<file path="config.mk">
export PLATFORM = sky130hd
export DESIGN_NAME = timer_queue_scheduler_unit
export DESIGN_NICKNAME = d
export VERILOG_FILES = /design/src/rtl/tqs_pkg.sv /design/src/rtl/tqs_ctrl.sv /design/src/rtl/tqs_dp.sv /design/src/rtl/timer_queue_scheduler_unit.sv
export VERILOG_INCLUDE_DIRS = /design/src /design/src/rtl
export SDC_FILE = /design/constraint.sdc
export NUM_CORES = 2
export LEC_CHECK = 0
export BUFFER_PORTS_ARGS = -buffer_cell sky130_fd_sc_hd__buf_2
export CORE_UTILIZATION = 28
export CTS_CLUSTER_SIZE = 28
export DETAILED_ROUTE_END_ITERATION = 8
export GPL_TIMING_DRIVEN = 0
export SYNTH_ARGS = -nofsm -noshare
export SYNTH_HDL_FRONTEND = slang
export SYNTH_SLANG_ARGS = --single-unit
</file>
<file path="constraint.sdc">
create_clock -name clk -period 8.7 [get_ports clk]
set_input_delay 1.305 -clock clk [delete_from_list [all_inputs] [get_ports clk]]
set_output_delay 1.305 -clock clk [all_outputs]
set_load 0.02 [all_outputs]
</file>
<file path="src/rtl/assert_macros.svh">
// assertion macros shared by the rtl
`ifndef ASSERT_MACROS_SVH
`define ASSERT_MACROS_SVH
`ifndef SYNTHESIS
`define ASSERT_CLK(label, prop) \
  label: assert property (@(posedge clk) disable iff (!rst_n) prop) else $error("assertion failed");
`define ASSERT_IMPL(label, ante, cons) \
  label: assert property (@(posedge clk) disable iff (!rst_n) (ante) |-> (cons)) else $error("implication failed");
`else
`define ASSERT_CLK(label, prop)
`define ASSERT_IMPL(label, ante, cons)
`endif
`endif

</file>
<file path="src/rtl/tqs_pkg.sv">
// types and constants of the timer queue scheduler
package tqs_pkg;
  localparam logic [1:0] CMD_ADD    = 2'd0;
  localparam logic [1:0] CMD_CANCEL = 2'd1;
  localparam logic [1:0] CMD_TICK   = 2'd2;
  localparam logic [1:0] CMD_NOP    = 2'd3;
  localparam logic [1:0] ST_OK       = 2'd0;
  localparam logic [1:0] ST_FULL     = 2'd1;
  localparam logic [1:0] ST_NOTFOUND = 2'd2;
  localparam logic       KIND_REPORT = 1'b0;
  localparam logic       KIND_CLOSE  = 1'b1;
  localparam logic [62:0] TIME_MAX = {63{1'b1}};
  localparam logic [19:0] MIN_REARM_RESET = 20'd100;

  typedef struct packed {
    logic [1:0]  command;
    logic [31:0] timer_id;
    logic [62:0] expire_time;
    logic [39:0] interval_us;
    logic [62:0] now_us;
  } in_word_t;

  typedef struct packed {
    logic        kind;
    logic [31:0] fired_id;
    logic [1:0]  status;
    logic        earliest_changed;
    logic        pending_valid;
    logic [62:0] rearm_delay_us;
    logic        last;
  } out_word_t;

  // controller to datapath
  typedef struct packed {
    logic load;      // capture input word
    logic scan_clr;  // start a scan
    logic scan_step; // examine one slot
    logic sel_due;   // scan picks best due, not done
    logic mark_done; // mark the scan winner done
    logic write_add; // store the added timer
    logic cancel_st; // apply cancel on current slot
    logic rearm_st;  // rearm or free current slot
    logic emit_rep;  // produce report word
    logic emit_cls;  // produce closing word
  } tqs_cmd_t;

  // datapath to controller
  typedef struct packed {
    logic scan_end;
    logic best_found;
    logic out_busy;
  } tqs_sts_t;
endpackage

</file>
<file path="src/rtl/tqs_ctrl.sv">
// controller of the timer queue scheduler
module tqs_ctrl import tqs_pkg::*; (
  input  logic       clk,
  input  logic       rst_n,
  input  logic       in_valid,
  output logic       in_ready,
  input  logic [1:0] cmd,
  input  tqs_sts_t   sts,
  output tqs_cmd_t   ctl
);
  localparam logic [2:0] S_IDLE  = 3'd0;
  localparam logic [2:0] S_PRE   = 3'd1; // scan for earliest / free / cancel / due
  localparam logic [2:0] S_DUE   = 3'd2; // scan for next due
  localparam logic [2:0] S_REP   = 3'd3;
  localparam logic [2:0] S_REARM = 3'd4;
  localparam logic [2:0] S_FIN   = 3'd5; // scan for earliest after change
  localparam logic [2:0] S_CLS   = 3'd6;

  logic [2:0] state_r, state_nxt;
  logic [1:0] cmd_r;

  assign in_ready = (state_r == S_IDLE);

  always_ff @(posedge clk) begin
    if (!rst_n) begin
      state_r <= S_IDLE;
      cmd_r <= CMD_ADD;
    end else begin
      state_r <= state_nxt;
      if (in_valid && in_ready) cmd_r <= cmd;
    end
  end

  always_comb begin
    state_nxt = state_r;
    ctl = '0;
    unique case (state_r)
      S_IDLE: begin
        if (in_valid) begin
          ctl.load = 1'b1;
          ctl.scan_clr = 1'b1;
          state_nxt = S_PRE;
        end
      end
      S_PRE: begin
        ctl.scan_step = 1'b1;
        ctl.cancel_st = (cmd_r == CMD_CANCEL);
        if (sts.scan_end) begin
          ctl.write_add = (cmd_r == CMD_ADD);
          ctl.scan_clr = 1'b1;
          state_nxt = (cmd_r == CMD_TICK) ? S_DUE : S_FIN;
        end
      end
      S_DUE: begin
        ctl.scan_step = 1'b1;
        ctl.sel_due = 1'b1;
        if (sts.scan_end) begin
          ctl.scan_clr = 1'b1;
          state_nxt = sts.best_found ? S_REP : S_REARM;
        end
      end
      S_REP: begin
        if (!sts.out_busy) begin
          ctl.emit_rep = 1'b1;
          ctl.mark_done = 1'b1;
          state_nxt = S_DUE;
        end
      end
      S_REARM: begin
        ctl.scan_step = 1'b1;
        ctl.rearm_st = 1'b1;
        if (sts.scan_end) begin
          ctl.scan_clr = 1'b1;
          state_nxt = S_FIN;
        end
      end
      S_FIN: begin
        ctl.scan_step = 1'b1;
        if (sts.scan_end) state_nxt = S_CLS;
      end
      S_CLS: begin
        if (!sts.out_busy) begin
          ctl.emit_cls = 1'b1;
          state_nxt = S_IDLE;
        end
      end
      default: state_nxt = S_IDLE;
    endcase
  end

  `include "assert_macros.svh"
  `ASSERT_IMPL(a_ready_idle, in_ready, state_r == S_IDLE)
  `ASSERT_IMPL(a_emit_excl, ctl.emit_rep, !ctl.emit_cls)
  `ASSERT_CLK(a_cls_to_idle, ctl.emit_cls |=> state_r == S_IDLE)
endmodule

</file>
<file path="src/rtl/tqs_dp.sv">
// datapath of the timer queue scheduler: slot table, scan unit, output register
module tqs_dp import tqs_pkg::*; #(
  parameter int SLOTS = 16
) (
  input  logic        clk,
  input  logic        rst_n,
  input  logic        cfg_we,
  input  logic [19:0] cfg_wdata,
  input  in_word_t    in_word,
  input  tqs_cmd_t    ctl,
  output tqs_sts_t    sts,
  output logic        out_valid,
  input  logic        out_ready,
  output out_word_t   out_word
);
  localparam int IW = (SLOTS > 1) ? $clog2(SLOTS) : 1;

  logic [19:0] min_rearm_r;
  in_word_t    req_r;
  logic [SLOTS-1:0] used_r, due_r, done_r;
  logic [31:0] id_mem [SLOTS];
  logic [62:0] exp_mem [SLOTS];
  logic [39:0] ivl_mem [SLOTS];

  logic [IW:0]   idx_r;
  logic [IW-1:0] cur;
  logic          best_v_r, free_v_r, found_r, chg_r;
  logic [IW-1:0] best_i_r, free_i_r;
  logic [62:0]   best_e_r;
  logic [31:0]   best_id_r;
  logic          out_valid_r;
  out_word_t     out_r;

  logic        cand, better;
  logic [63:0] sum;
  logic [62:0] lead;

  assign cur = idx_r[IW-1:0];
  assign sts.scan_end = (idx_r == (IW+1)'(SLOTS - 1));
  assign sts.best_found = best_v_r || cand;
  assign sts.out_busy = out_valid_r && !out_ready;
  assign out_valid = out_valid_r;
  assign out_word = out_r;

  always_comb begin
    if (ctl.sel_due) cand = due_r[cur] && !done_r[cur];
    else cand = used_r[cur];
    better = !best_v_r || (exp_mem[cur] < best_e_r) ||
             ((exp_mem[cur] == best_e_r) && (id_mem[cur] < best_id_r));
    sum = {1'b0, req_r.now_us} + {24'd0, ivl_mem[cur]};
    lead = (best_e_r > req_r.now_us) ? (best_e_r - req_r.now_us) : 63'd0;
  end

  always_ff @(posedge clk) begin
    if (!rst_n) begin
      min_rearm_r <= MIN_REARM_RESET;
      used_r <= '0;
      due_r <= '0;
      done_r <= '0;
      out_valid_r <= 1'b0;
      idx_r <= '0;
      best_v_r <= 1'b0;
    end else begin
      if (cfg_we) min_rearm_r <= cfg_wdata;
      if (out_valid_r && out_ready) out_valid_r <= 1'b0;
      if (ctl.load) begin
        req_r <= in_word;
        free_v_r <= 1'b0;
        found_r <= 1'b0;
        chg_r <= 1'b0;
        due_r <= '0;
        done_r <= '0;
      end
      if (ctl.scan_step) begin
        idx_r <= idx_r + 1'b1;
        if (cand && better) begin
          best_v_r <= 1'b1;
          best_i_r <= cur;
          best_e_r <= exp_mem[cur];
          best_id_r <= id_mem[cur];
        end
        if (!ctl.sel_due && !ctl.rearm_st) begin
          if (!used_r[cur] && !free_v_r) begin
            free_v_r <= 1'b1;
            free_i_r <= cur;
          end
          if (req_r.command == CMD_TICK && !done_r[cur])
            due_r[cur] <= used_r[cur] && (exp_mem[cur] <= req_r.now_us);
        end
        if (ctl.cancel_st && used_r[cur] && id_mem[cur] == req_r.timer_id) begin
          used_r[cur] <= 1'b0;
          found_r <= 1'b1;
        end
        if (ctl.rearm_st && due_r[cur]) begin
          if (ivl_mem[cur] != 40'd0) exp_mem[cur] <= sum[63] ? TIME_MAX : sum[62:0];
          else used_r[cur] <= 1'b0;
        end
      end
      if (ctl.write_add) begin
        if (free_v_r || !used_r[cur]) begin
          used_r[free_v_r ? free_i_r : cur] <= 1'b1;
          id_mem[free_v_r ? free_i_r : cur] <= req_r.timer_id;
          exp_mem[free_v_r ? free_i_r : cur] <= req_r.expire_time;
          ivl_mem[free_v_r ? free_i_r : cur] <= req_r.interval_us;
          chg_r <= !(best_v_r || (cand && better)) ||
                   (req_r.expire_time < ((cand && better) ? exp_mem[cur] : best_e_r));
        end else begin
          found_r <= 1'b1; // reused as full flag on add
        end
      end
      if (ctl.mark_done) done_r[best_i_r] <= 1'b1;
      if (ctl.scan_clr) begin
        idx_r <= '0;
        best_v_r <= 1'b0;
      end
      if (ctl.emit_rep) begin
        out_valid_r <= 1'b1;
        out_r <= '{kind: KIND_REPORT, fired_id: best_id_r, status: ST_OK,
                   earliest_changed: 1'b0, pending_valid: 1'b0,
                   rearm_delay_us: 63'd0, last: 1'b0};
        best_v_r <= 1'b0;
      end
      if (ctl.emit_cls) begin
        out_valid_r <= 1'b1;
        out_r.kind <= KIND_CLOSE;
        out_r.fired_id <= 32'd0;
        out_r.last <= 1'b1;
        out_r.pending_valid <= best_v_r;
        out_r.rearm_delay_us <= !best_v_r ? 63'd0 :
          (lead < {43'd0, min_rearm_r}) ? {43'd0, min_rearm_r} : lead;
        out_r.earliest_changed <= (req_r.command == CMD_ADD) && chg_r;
        if (req_r.command == CMD_ADD && found_r) out_r.status <= ST_FULL;
        else if (req_r.command == CMD_CANCEL && !found_r) out_r.status <= ST_NOTFOUND;
        else out_r.status <= ST_OK;
      end
    end
  end

  `include "assert_macros.svh"
  `ASSERT_IMPL(a_no_overwrite, out_valid_r && !out_ready, !ctl.emit_rep && !ctl.emit_cls)
  `ASSERT_IMPL(a_done_subset, 1'b1, (done_r & ~due_r) == '0)
  `ASSERT_IMPL(a_idx_range, ctl.scan_step, idx_r < (IW+1)'(SLOTS))
endmodule

</file>
<file path="src/rtl/timer_queue_scheduler_unit.sv">
// top level of the timer queue scheduler
//  channel | direction | handshake
//  in_     | input     | in_valid / in_ready, in_word
//  out_    | output    | out_valid / out_ready, out_word
//  cfg_    | input     | cfg_we / cfg_wdata, no wait
// add/cancel: a slot scan, then a scan for the earliest timer, then the closing word
// tick: a slot scan marks due slots, then a due scan and a report per fired timer,
// one more due scan, then a rearm scan and an earliest scan, then the closing word;
// the single slot scan unit sets the pace
// reset clears all slot valid bits at once, no clearing pass
// a stalled output holds the controller in its emit state
module timer_queue_scheduler_unit import tqs_pkg::*; #(
  parameter int SLOTS = 16
) (
  input  logic        clk,
  input  logic        rst_n,
  input  logic        in_valid,
  output logic        in_ready,
  input  in_word_t    in_word,
  output logic        out_valid,
  input  logic        out_ready,
  output out_word_t   out_word,
  input  logic        cfg_we,
  input  logic [19:0] cfg_wdata
);
  tqs_cmd_t ctl;
  tqs_sts_t sts;

  tqs_ctrl u_ctrl (
    .clk(clk), .rst_n(rst_n), .in_valid(in_valid), .in_ready(in_ready),
    .cmd(in_word.command), .sts(sts), .ctl(ctl)
  );

  tqs_dp #(.SLOTS(SLOTS)) u_dp (
    .clk(clk), .rst_n(rst_n), .cfg_we(cfg_we), .cfg_wdata(cfg_wdata),
    .in_word(in_word), .ctl(ctl), .sts(sts), .out_valid(out_valid),
    .out_ready(out_ready), .out_word(out_word)
  );
endmodule

</file>
==> results.sh <==
export IMPL_crit_type="flop to flop"
export IMPL_postCtsHoldBufs=0
export IMPL_cts_sinks=2650
export IMPL_drt_iter0_drc=7294
export IMPL_die_height_um=637.9
export IMPL_overflow=0
export IMPL_cts_path_max_buffers=4
export IMPL_clk_pin_slew_ns=0.06
export IMPL_nNetsFinal=7637
export IMPL_status="finished with violations"
export IMPL_grt_pass1_wl_mm=509.8
export IMPL_period_needed_ns=8.734
export IMPL_finalMaxSlewViolations=0
export IMPL_setup_viol=2
export IMPL_gp_congestion=0.9070
export IMPL_yosysTopAreaCellShare=0.6806
export IMPL_synth_ff_type="edfxtp_1"
export IMPL_numPortBuffers=326
export IMPL_ys_top_cells_by_area="edfxtp_1 68%, mux4_2 13%, ha_1 3.8%"
export IMPL_combPwrFrac=0.262
export IMPL_cts_htree_levels=5
export IMPL_antenna_found_initial=35
export IMPL_syn_nets=6818
export IMPL_leakagePower_nw=45.13
export IMPL_start_kind="flop"
export IMPL_fin_ws_ns=-0.03442
export IMPL_ys_warnings_count=0
export IMPL_synthXorXnorAreaFrac=0.009980
export IMPL_io_pins=328
export IMPL_skew_ns=0.09254
export IMPL_routed_wirelength_mm=369.9
export IMPL_num_rows=233
export IMPL_synth_top_family_by_area="multiplexers"
export IMPL_syn_area_per_cell_um2=18.13
export IMPL_wire_per_inst_um=29.12
export IMPL_synth_compound_area_frac=0.04981
export IMPL_clockRootBuffer="clkbuf_16"
export IMPL_synth_top_cell_by_area="edfxtp_1"
export IMPL_cap_violations=0
export IMPL_synth_seq_cells=2650
export IMPL_cp_num_buf_inv=7
export IMPL_irDropWorstVdd_uv=157.1
export IMPL_clkLatencyLatePin_ns=0.94
export IMPL_cp_common_cell="a21o_1"
export IMPL_pwr_share_clk=0.320
export IMPL_syn_cell_area_um2=113200
export IMPL_internal_power_mw=26.27
export IMPL_max_stage_delay_ns=0.63
export IMPL_netlist_top_cells_count="2566 x edfxtp_1, 665 x mux4_2, 346 x ha_1"
export IMPL_max_freq_ghz=0.1145
export IMPL_swShare=0.3079
export IMPL_synth_cells=6245
export IMPL_synthArstFlopShare=0
export IMPL_end_kind="flop"
export IMPL_p_sw_mw=11.69
export IMPL_first_global_vias=64630
export IMPL_ant_nets=0
export IMPL_drive_above_1_share=0.2692
export IMPL_cp_top_family="compound AO/OA/AOI/OAI gates"
export IMPL_relSlewSlack=0.04772
export IMPL_holdCritPathClass="flop to flop"
export IMPL_failed_checks="setup timing"
export IMPL_vias=65040
export IMPL_cp_max_fo=10
export IMPL_ys_seq_area_frac=0.6955
export IMPL_hpwl_mm=266.1
export IMPL_die_w_um=637.9
export IMPL_drt_first_pass_iters=6
export IMPL_fin_crit_sh=1.004
export IMPL_post_route_util=0.3383
export IMPL_worstPathRequired_ns=9.50
export IMPL_initial_core_util=0.2812
export IMPL_yosys_area_share_simple=0.04353
export IMPL_hold_slack_ns=0.4682
export IMPL_synth_most_common_cell="edfxtp_1"
export IMPL_grt_max_degree=64
export IMPL_numCtsBuffers=288
export IMPL_tightest_slew_ns=1.428
export IMPL_synth_fa_ha_area_frac=0.03859
export IMPL_synth_mux_area_frac=0.1431
export IMPL_dieArea_um2=406900
export IMPL_power_density_nw_per_um2=278.7
export IMPL_synth_edf_count=2566
export IMPL_tritoncts="done"
export IMPL_core_area_um2=402600
export IMPL_hold_violations=0
export IMPL_seq_power_share=0.418
export IMPL_ys_types=99
export IMPL_grt_total_usage=0.1771
export IMPL_grt_setup_unrepaired="yes"
export IMPL_critPathArrivalTime_ns=9.53
export IMPL_area_delta_synth_final_pct=20.31
export IMPL_crit_slowest_cell="nand4b_1"
export IMPL_viasPerCell=5.120
export IMPL_route_detailed_drc=0
[registers in the layout (all words and copies together) (netlist names), 2 cells and up, named ones only]
name              cells
u_ctrl.cmd_r          2
u_dp.id_mem         512
u_dp.due_r           16
u_dp.idx_r            5
u_dp.out_word       100
u_dp.exp_mem       1008
u_dp.best_id_r       32
u_dp.ivl_mem        640
u_dp.free_i_r         4
u_dp.best_e_r        63
u_dp.used_r          16
u_ctrl.state_r        3
u_dp.best_i_r         4
u_dp.min_rearm_r     20
u_dp.done_r          16
u_dp.req_r          200
[area by class of cell]
class	count	area (um2)
antenna	14	35.03
clock inverter	153	1608
buffer	261	2331
fill	37940	266400
multi-input combinational	3050	33110
timing repair buffer	537	4964
tap	5405	6763
clock buffer	358	7616
inverter	276	1036
sequential	2650	78740
[power by group through the flow]
stage / clock network [mW] / registers, mW / logic, mW
floorplan: 0 / 15.8 / 6.03
global placement: 0 / 16.2 / 8.89
detailed placement: 0 / 16.1 / 9.13
CTS: 12.3 / 15.9 / 9.74
global route: 12.8 / 15.9 / 10.6
finish: 12.2 / 15.9 / 9.94
[placed cells by master (no fill, tap or decap), types with 92 or more instances in the layout]
cell type / netlist / final
a21oi_1: 244 / 204
mux4_2: 665 / 665
buf_2: 78 / 368
ha_1: 346 / 338
o21ai_0: 118 / 112
inv_1: 275 / 275
nor2_1: 273 / 254
nand2_1: 154 / 152
buf_4: 7 / 97
nand4_1: 97 / 97
clkbuf_16: 0 / 302
xnor2_1: 92 / 92
clkbuf_1: 121 / 134
mux2i_1: 116 / 105
edfxtp_1: 2566 / 2566
a21o_1: 137 / 137
[metrics by stage]
stage	setup TNS [ns]	cells	worst slack, ns	instance area [um2]	power [mW]
after floorplan	0	6245	0.4142	113200	21.84
after global placement	-	11980	-8.628	121600	25.08
after detailed placement	-2600.88	12100	-6.478	124300	25.26
after CTS	-0.2288	12660	-0.2288	135600	37.93
after global routing	-0.2744	12700	-0.2744	136200	39.23
final	-0.05036	12700	-0.03442	136200	37.95
[worst register-to-register path: cells and delay by family (launching register included)]
| kind | cells | cell delay (ns) |
|---|---|---|
| AOI/OAI and AO/OA | 12 | 2.73 |
| adders and majority gates | 2 | 0.59 |
| buffers and inverters | 7 | 1.82 |
| DFF | 1 | 0.48 |
| muxes | 2 | 0.75 |
| and+or+nand+nor | 7 | 2.24 |
[what timing repair did]
action                                   CTS  global route
resized for setup                        497           110
pin swaps                                 35            18
endpoints found under the setup margin  1133           820
endpoints found under the hold margin      0             0
gates cloned                               6             0
setup buffers                             45            38
[path summary, 6_finish.rpt]
check                   from               to  slack, ns  cells after the start
max                     flop       u_dp.chg_r      -0.03                     30
min          u_dp.done_r[13]  u_dp.done_r[13]       0.47                      1
max reg2reg             flop       u_dp.chg_r      -0.03                     30
min reg2reg  u_dp.done_r[13]  u_dp.done_r[13]       0.47                      1
[logic make-up (layout without fill, tap and decap cells)]
| family | Yosys count | count (layout) |
|---|---|---|
| AOI/OAI and AO/OA | 838 | 838 |
| xor gates and xnor gates | 129 | 129 |
| adders and majority gates | 348 | 348 |
| buffers and inverters | 545 | 1585 |
| DFF | 2650 | 2650 |
| muxes | 787 | 787 |
| other | 0 | 14 |
| and+or+nand+nor | 948 | 948 |
[layer usage]
layer | share of wire | up-vias | global-route usage | routed length [um]
li1 | - | 27100 | - | -
met1 | 0.40 | 34360 | 0.2322 | 148200
met2 | 0.47 | 3004 | 0.2887 | 174700
met3 | 0.076 | 580 | 0.02888 | 27950
met4 | 0.051 | 0 | 0.07947 | 19050
met5 | 0 | - | 0 | 0
Note: power is estimated with default switching activity, not from simulation.
